## config.mk

```make
export PLATFORM = sky130hd
export DESIGN_NAME = llcl_cell
export DESIGN_NICKNAME = d
export VERILOG_FILES = /design/src/rtl/llcl_pkg.sv /design/src/rtl/llcl_cell.sv
export SDC_FILE = /design/constraint.sdc
export NUM_CORES = 1
export LEC_CHECK = 0
export ABC_AREA = 1
export BUFFER_PORTS_ARGS = -buffer_cell sky130_fd_sc_hd__buf_2
export CORE_UTILIZATION = 42
export CTS_CLUSTER_SIZE = 8
export DETAILED_ROUTE_END_ITERATION = 12
export HOLD_SLACK_MARGIN = 0.12
export MAX_ROUTING_LAYER = met4
export PLACE_DENSITY = 0.8
export SLEW_MARGIN = 20
export SYNTH_ARGS = -nofsm -noshare
export SYNTH_HDL_FRONTEND = slang
export SYNTH_SLANG_ARGS = --single-unit
```

## constraint.sdc

```tcl
create_clock -name clock -period 2.2 [get_ports clock]
set_input_delay 0.11 -clock clock [delete_from_list [all_inputs] [get_ports clock]]
set_output_delay 0.11 -clock clock [all_outputs]
set_load 0.01 [all_outputs]
```

## src/rtl/llcl_pkg.sv

```systemverilog
// Package: shared types and constants of the LRU line cache lookup block.
`timescale 1ns / 1ps
package llcl_pkg;

   localparam int ADDR_W       = 64;
   localparam int LSL_W        = 4;
   localparam int CAP_W        = 7;
   localparam int CSR_IDX_W    = 4;
   localparam int CSR_DATA_W   = 7;
   localparam int LINE_LOG2_MAX = 12;

   localparam logic [LSL_W-1:0] LSL_RESET = 4'd6;
   localparam logic [CAP_W-1:0] CAP_RESET = 7'd64;

   typedef logic [ADDR_W-1:0] addr_type;

   typedef enum logic [CSR_IDX_W-1:0] {
      CSR_LINE_SIZE_LOG2 = 4'd0,
      CSR_CAPACITY       = 4'd1
   } csr_index_type;

   typedef enum logic [1:0] {
      ST_IDLE,
      ST_MATCH,
      ST_UPDATE
   } state_type;

   // control from the sequencer to every cell
   typedef struct packed {
      logic sample;
      logic update;
   } llcl_ctl_type;

   // what one cell hands to the next
   typedef struct packed {
      logic     valid;
      addr_type tag;
   } llcl_link_type;

endpackage

```

## src/rtl/llcl_cell.sv

```systemverilog
// Cell: one recency position of the LRU stack, tag compare and shift from neighbor.
`timescale 1ns / 1ps
module llcl_cell (
   input  logic                   clock,
   input  logic                   reset,
   input  llcl_pkg::llcl_ctl_type ctl,
   input  logic                   shift,
   input  llcl_pkg::addr_type     line,
   input  llcl_pkg::llcl_link_type prev,
   output llcl_pkg::llcl_link_type cur,
   output logic                   match
);
   import llcl_pkg::*;

   logic     valid_ff, valid_in;
   addr_type tag_ff, tag_in;
   logic     match_ff, match_in;

   always_comb begin
      valid_in = valid_ff;
      tag_in   = tag_ff;
      if (ctl.update && shift) begin
         valid_in = prev.valid;
         tag_in   = prev.tag;
      end
      match_in = ctl.sample ? (valid_ff && (tag_ff == line)) : match_ff;
   end

   always_ff @(posedge clock) begin
      if (reset) begin
         valid_ff <= 1'b0;
         match_ff <= 1'b0;
      end else begin
         valid_ff <= valid_in;
         match_ff <= match_in;
      end
   end

   always_ff @(posedge clock) begin
      tag_ff <= tag_in;
   end

   assign cur.valid = valid_ff;
   assign cur.tag   = tag_ff;
   assign match     = match_ff;

endmodule

```

# After elaboration in Yosys (flattened, before gate mapping)
# Cells that the tools add are included.
# W data, S select, Z words.
[op_classes]
eq_ne = 1
reduce_logical = 2
[op_table]
columns = ["operator", "n"]
rows = [
  ["$eq A64 B64 Y1", 1],
  ["$logic_and A1 B1 Y1", 2],
]
[totals]
ff_bits = 66
input_bits = 134
elab_cells = 6

# Logic depth before layout (Yosys ltp)
# Gate-level depths: netlist of the first run.
[depth]
word_depth = 2
mapped_depth = 10

# Worst setup path before layout of the first run
# Ideal clock, no wire load.
[synth_path]
path_type = "input port to flip-flop"
start = "in ctl[0] (netlist name)"
end = "reg tag_ff[0] (enable)"
setup_time_ns = 0.419
t_arrival_ns = 1.428
required_ns = 1.781
slack_ns = 0.353
stages = 2
cell_sequence = "nand2_1 -> inv_1"
[synth_between]
elab_chain_cells = 1
[synth_rtl]
columns = ["element", "line_no", "text"]
rows = [
  ["start, declared", "llcl_cell.sv:6", "input llcl_pkg::llcl_ctl_type ctl,"],
  ["$logic_and A1 B1 Y1", "llcl_cell.sv:22", "if (ctl.update && shift) begin"],
  ["end signal, assigned", "llcl_cell.sv:40", "tag_ff <= tag_in;"],
  ["end, declared", "llcl_cell.sv:16", "addr_type tag_ff, tag_in;"],
]
# Every way passes these cells.
# A chain may end at the register's enable or synchronous reset.

# Worst setup path in the final report of the first run
[layout_path]
start = "reg tag_ff[34]"
end = "reg match_ff, in the netlist match"
[layout_between]
elab_chain_cells = 2
[layout_rtl]
columns = ["element", "line_no", "text"]
rows = [
  ["$eq A64 B64 Y1", "llcl_cell.sv:26", "match_in = ctl.sample ? (valid_ff && (tag_ff == line)) : match_ff;"],
  ["$logic_and A1 B1 Y1", "llcl_cell.sv:26", ""],
  ["end signal, assigned", "llcl_cell.sv:35", "match_ff <= match_in;"],
  ["end, declared", "llcl_cell.sv:17", "logic match_ff, match_in;"],
]
# Every way passes these cells.

==> results of run 1 <==
==> cells by family (layout without fill, tap and decap cells) <==
| group | Yosys count | in the layout | share of synthesized area (%) |
|---|---|---|---|
| AOI/OAI and AO/OA | 14 | 14 | 2.39 |
| DFF | 66 | 66 | 63.4 |
| and+or+nand+nor | 159 | 159 | 19.8 |
| xor gates and xnor gates | 23 | 23 | 6.51 |
| buffers and inverters | 64 | 347 | 7.89 |
==> worst paths after layout <==
kind,start,to,slack (ns),cells past startpoint
max reg2reg,tag_ff[34],match,0.29,9
min,shift,tag_ff[56],0.48,4
min reg2reg,valid_ff,valid_ff,1.04,3
max,tag_ff[34],match,0.29,9
==> layout by cell type (no fill, tap or decap) <==
cell type      netlist  final
nand3_1              5      5
inv_1               63     62
xor2_1              14     14
clkbuf_1             0      2
buf_2                0    199
a21oi_1              1      1
edfxtp_1            64     64
buf_4                1      2
nand4_1              1      1
nor3_1               1      1
a21oi_2              1      1
clkbuf_8             0      9
o21ai_0             12     12
nor2_1              51     51
nand2_1            100    100
xnor2_1              9      9
inv_2                0      1
nor3_2               1      1
dfxtp_1              2      2
dlygate4sd3_1        0     68
clkinv_2             0      4
==> final cells by class <==
type / instances / area [µm²]
sequential: 66 / 1960
fill: 496 / 1890
timing repair buffer: 269 / 1690
multi-input combinational: 196 / 888
inverter: 63 / 236
clock buffer: 11 / 131
tap: 96 / 120
clock inverter: 4 / 20.0
==> metal layers <==
metal  share of wire [%]  vias up
met5                   0        -
met2                  54      144
met4                 3.2        0
li1                    -     1566
met1                  37     1348
met3                 5.5       24
==> worst max-delay path: cells and delay by family (launching register included) <==
family,cells,cell delay (ns)
AND/OR/NAND/NOR,6,0.59
AO/OA/AOI/OAI,1,0.11
flip-flops,1,0.43
XOR/XNOR,1,0.18
buffers and inverters,1,0.55
==> sequential cells by signal, indices dropped and copies added, names as in the netlist <==
| signal | flops |
|---|---|
| tag_ff | 64 |
| valid_ff | 1 |
| match | 1 |
==> where the power goes <==
part           internal (mW)  switching (mW)  leakage (nW)  total, mW
clock                  0.396           0.441        0.0827      0.837
combinational          0.287           0.251          1.86      0.538
sequential              1.48          0.0565         0.617       1.53
==> results.sh, run 1 <==
export IMPL_wirelength_mm=9.28
export IMPL_crit_path_top_delay_cell="dlygate4sd3_1"
export IMPL_max_cap_viol_count=0
export IMPL_drc=0
export IMPL_maxSlewViolCount=0
export IMPL_cts_buffers_inserted=9
export IMPL_slew_limit_headroom_pct=70.2
export IMPL_cp_slowest_stage_delay_ns=0.55
export IMPL_io_buffers=199
export IMPL_dr_total_vias=3082
export IMPL_clockBufferDepth=2
export IMPL_cp_start_kind="register"
export IMPL_hold_class="input pin to register"
export IMPL_cts_reportedPaths_clkPinSlew_ns=0.07
export IMPL_tns_ns=0
export IMPL_n_antenna_cell=0
export IMPL_yosysUniqueCellTypes=15
export IMPL_met1_usage_pct=23.7
export IMPL_start_util_pct=44.6
export IMPL_antenna_found_initial=0
export IMPL_worstPathArrival_ns=2.18
export IMPL_via_per_inst=4.37
export IMPL_finalSetupViolations=0
export IMPL_final_cells=705
export IMPL_rows=30
export IMPL_drt_initial_drc_count=105
export IMPL_final_area_mm2=0.00505
export IMPL_crit_type="register to register"
export IMPL_synthTopCellsByCount="nand2_1 (100), edfxtp_1 (64), inv_1 (63)"
export IMPL_cts_setup_buffers=0
export IMPL_root_buffer="clkbuf_8"
export IMPL_globalplace_congestion=0.733
export IMPL_end_kind="register"
export IMPL_die_area_mm2=0.00771
export IMPL_p_leak_nw=2.56
export IMPL_design_core_area_mm2=0.00694
export IMPL_synth_cells=326
export IMPL_p_per_area_mw_per_mm2=576
export IMPL_die_height_um=87.8
export IMPL_overflow=0
export IMPL_grt_pass1_wl_mm=13.4
export IMPL_rsz0062_at_grt="false"
export IMPL_syn_avg_cell_area_um2=9.49
export IMPL_yosysMostFrequentCell="nand2_1"
export IMPL_synthFlopType="edfxtp_1"
export IMPL_drt_pass1_iterations=4
export IMPL_layout_drive_gt1_share_pct=35.6
export IMPL_dpl_cell_area_mm2=0.00422
export IMPL_layout_setup_ws_ns=0.288
export IMPL_grtUsageTotal_pct=24.7
export IMPL_async_flop_share_pct=0
export IMPL_status="finished clean"
export IMPL_crit_required_ns=2.47
export IMPL_synth_top_cell_by_area="edfxtp_1"
export IMPL_peakVddDrop_uv=488
export IMPL_ys_seq_elements=66
export IMPL_clock_latency_ns=0.33
export IMPL_synth_warnings=0
export IMPL_dp_cells=622
export IMPL_grt_busiest_layer="met2"
export IMPL_cp_max_fo=2
export IMPL_syn_nets=460
export IMPL_grtUsageMet2_pct=46.2
export IMPL_cts_resized=0
export IMPL_ioPinCount=200
export IMPL_cts_sinks=66
export IMPL_fin_util_pct=72.7
export IMPL_final_hold_violation_count=0
export IMPL_syn_area_mm2=0.00309
export IMPL_yosysSeqAreaShare_pct=63.4
export IMPL_dp_hpwl_mm=6.06
export IMPL_syn_to_final_growth_pct=63.2
export IMPL_wl_per_cell_um=13.2
export IMPL_period_minus_slack_ns=1.91
export IMPL_worstMarginPinSlew_ns=0.447
export IMPL_fin_crit_sh_pct=86.9
export IMPL_cts_htree_levels=3
export IMPL_hold_ws_ns=0.476
export IMPL_synthTopCellsByArea="edfxtp_1 (62%), nand2_1 (12%), inv_1 (7.6%)"
export IMPL_final_antenna_net_count=0
export IMPL_die_w_um=87.8
export IMPL_grt_pass1_vias=3106
export IMPL_met3_usage_pct=4.62
export IMPL_cts_hold_buf=68
export IMPL_power_mw=2.91
export IMPL_preCtsSetupSlack_ns=0.838
export IMPL_grt_max_degree=35
export IMPL_final_net_count=739
export IMPL_yosysTopAreaCellShare_pct=62.1
export IMPL_skew_ns=0.0126
export IMPL_path_cells="xor2_1 > nor2_1 > nand2_1 > nor2_1 > nand2_1 > nor2_1 > nand2_1 > a21oi_2 > dlygate4sd3_1"
export IMPL_synth_edf_count=64
export IMPL_max_freq_mhz=523
export IMPL_cts_tree="done"
Note: power is estimated with default switching activity, not from simulation.
==> run 2, diff against run 1 <==
--- a/config.mk
+++ b/config.mk
@@ -7,13 +7,13 @@
 export LEC_CHECK = 0
 export ABC_AREA = 1
 export BUFFER_PORTS_ARGS = -buffer_cell sky130_fd_sc_hd__buf_2
-export CORE_UTILIZATION = 42
+export CORE_UTILIZATION = 44
+export CTS_BUF_LIST = sky130_fd_sc_hd__clkbuf_8
 export CTS_CLUSTER_SIZE = 8
 export DETAILED_ROUTE_END_ITERATION = 12
 export HOLD_SLACK_MARGIN = 0.12
 export MAX_ROUTING_LAYER = met4
-export PLACE_DENSITY = 0.8
-export SLEW_MARGIN = 20
+export PLACE_DENSITY = 0.83
 export SYNTH_ARGS = -nofsm -noshare
 export SYNTH_HDL_FRONTEND = slang
 export SYNTH_SLANG_ARGS = --single-unit
==> results.sh, run 2 (synthesis gave the netlist of run 1 again) <==
export IMPL_regToRegStartpoint="tag_ff[31]"
export IMPL_tns_ns=0
export IMPL_r2r_setup_slack_ns=0.30
export IMPL_clock_latency_ns=0.33
export IMPL_crit_path_end="match"
export IMPL_largest_reg_flops=64
export IMPL_final_hold_violation_count=0
export IMPL_cts_sinks=66
export IMPL_die_height_um=85.9
export IMPL_max_cap_viol_count=0
export IMPL_mostFrequentLayoutCell="buf_2"
export IMPL_grt_pass1_vias=3334
export IMPL_cp_max_fo=3
export IMPL_n_antenna_cell=0
export IMPL_startpoint="tag_ff[31]"
export IMPL_crit_top_cell="nand2_1"
export IMPL_cts_buffers_inserted=9
export IMPL_root_buffer="clkbuf_8"
export IMPL_final_antenna_net_count=0
export IMPL_worstMarginPinSlew_ns=0.442
export IMPL_cts_tree="done"
export IMPL_dr_total_vias=3191
export IMPL_grt_pass1_wl_mm=14.4
export IMPL_end_kind="register"
export IMPL_io_buffers=199
export IMPL_grt_max_degree=35
export IMPL_fin_crit_sh_pct=86.3
export IMPL_p_leak_nw=2.58
export IMPL_wirelength_mm=9.45
export IMPL_drc=0
export IMPL_rows=30
export IMPL_layout_drive_gt1_share_pct=35.2
export IMPL_wl_per_cell_um=13.4
export IMPL_cts_reportedPaths_clkPinSlew_ns=0.07
export IMPL_syn_to_final_growth_pct=64.1
export IMPL_skew_ns=0.00833
export IMPL_grtUsageTotal_pct=27.0
export IMPL_die_area_mm2=0.00737
export IMPL_globalplace_congestion=0.751
export IMPL_rsz0062_at_grt="false"
export IMPL_clockBufferDepth=2
export IMPL_dp_hpwl_mm=6.31
export IMPL_cts_htree_levels=3
export IMPL_nFillCells=467
export IMPL_crit_buf_inv=1
export IMPL_cp_slowest_stage_delay_ns=0.55
export IMPL_finalSetupViolations=0
export IMPL_hold_ws_ns=0.491
export IMPL_crit_path_top_delay_cell="dlygate4sd3_1"
export IMPL_final_cell_mix="buf_2 (199), nand2_1 (100), dlygate4sd3_1 (68)"
export IMPL_design_core_area_mm2=0.00679
export IMPL_overflow=0
export IMPL_worstPathArrival_ns=2.17
export IMPL_max_freq_mhz=527
export IMPL_cp_start_kind="register"
export IMPL_fin_util_pct=74.7
export IMPL_final_net_count=739
export IMPL_reg2reg_depth=10
export IMPL_ioPinCount=200
export IMPL_regMostFlops="tag_ff"
export IMPL_cp_depth=10
export IMPL_crit_family="simple AND/OR/NAND/NOR gates"
export IMPL_die_w_um=85.9
export IMPL_crit_type="register to register"
export IMPL_start_util_pct=45.5
export IMPL_drt_initial_drc_count=103
export IMPL_status="finished clean"
export IMPL_hold_class="input pin to register"
export IMPL_via_per_inst=4.52
export IMPL_drt_pass1_iterations=4
export IMPL_antenna_found_initial=0
export IMPL_p_per_area_mw_per_mm2=594
export IMPL_maxSlewViolCount=0
export IMPL_period_minus_slack_ns=1.90
export IMPL_worstReg2RegEnd="match"
export IMPL_cts_setup_buffers=0
export IMPL_crit_required_ns=2.47
export IMPL_path_cells="nand2_1 > o21ai_0 > nor2_1 > nand2_1 > nor2_1 > nand2_1 > nor2_1 > nand2_1 > a21oi_2 > dlygate4sd3_1"
export IMPL_slew_limit_headroom_pct=70.5
export IMPL_peakVddDrop_uv=379
run 2: how the worst min path moves through the flow:
stage          startpoint    endpoint  cells past startpoint
2_1_floorplan       reset       match                      1
3_5_place_dp     prev[45]  tag_ff[45]                      1
6_report            shift  tag_ff[11]                      4
5_1_grt          prev[46]  tag_ff[46]                      2
3_3_place_gp     prev[36]  tag_ff[36]                      1
4_1_cts          prev[51]  tag_ff[51]                      2
run 2: layout make-up:
cell class | instances | area, µm² | area share, %
Tap cell | 96 | 120 | 2.37
Clock inverter | 7 | 53.8 | 1.06
Timing Repair Buffer | 269 | 1690 | 33.3
Multi-Input combinational cell | 196 | 888 | 17.5
Clock buffer | 9 | 124 | 2.44
Sequential cell | 66 | 1960 | 38.6
Inverter | 63 | 236 | 4.66
run 2: repair_timing:
item	CTS	global route
gates resized for setup	0	0
endpoints found under the hold margin	66	0
hold buffers	68	0
run 2: routing by layer:
layer / up-vias / GRT usage (%) / wire, µm
met3: 24 / 5.00 / 630
met1: 1451 / 26.3 / 3420
met4: 0 / 13.2 / 228
li1: 1562 / - / -
met2: 154 / 50.7 / 5170
met5: - / - / 0
run 2: stage by stage:
| step | cell area (µm²) | power (mW) | instances | setup WS [ns] |
|---|---|---|---|---|
| after floorplan | 3090 | 1.75 | 326 | 0.353 |
| after global placement | 4220 | 1.97 | 622 | 0.888 |
| after detailed placement | 4220 | 1.99 | 622 | 0.844 |
| after CTS | 5080 | 3.02 | 706 | 0.304 |
| after global routing | 5080 | 3.14 | 706 | 0.146 |
| final | 5080 | 3.01 | 706 | 0.302 |
run 2: power by group:
group          switching, mW  internal, mW
Combinational          0.255         0.287
Clock                  0.438         0.502
Sequential            0.0572          1.48
Total                  0.750          2.26
run 2: worst reg2reg max path, delay by kind of cell (launching register included):
family	cells	cell delay, ns
buf+inv	1	0.55
flops	1	0.43
compound gates	2	0.18
simple gates	7	0.69
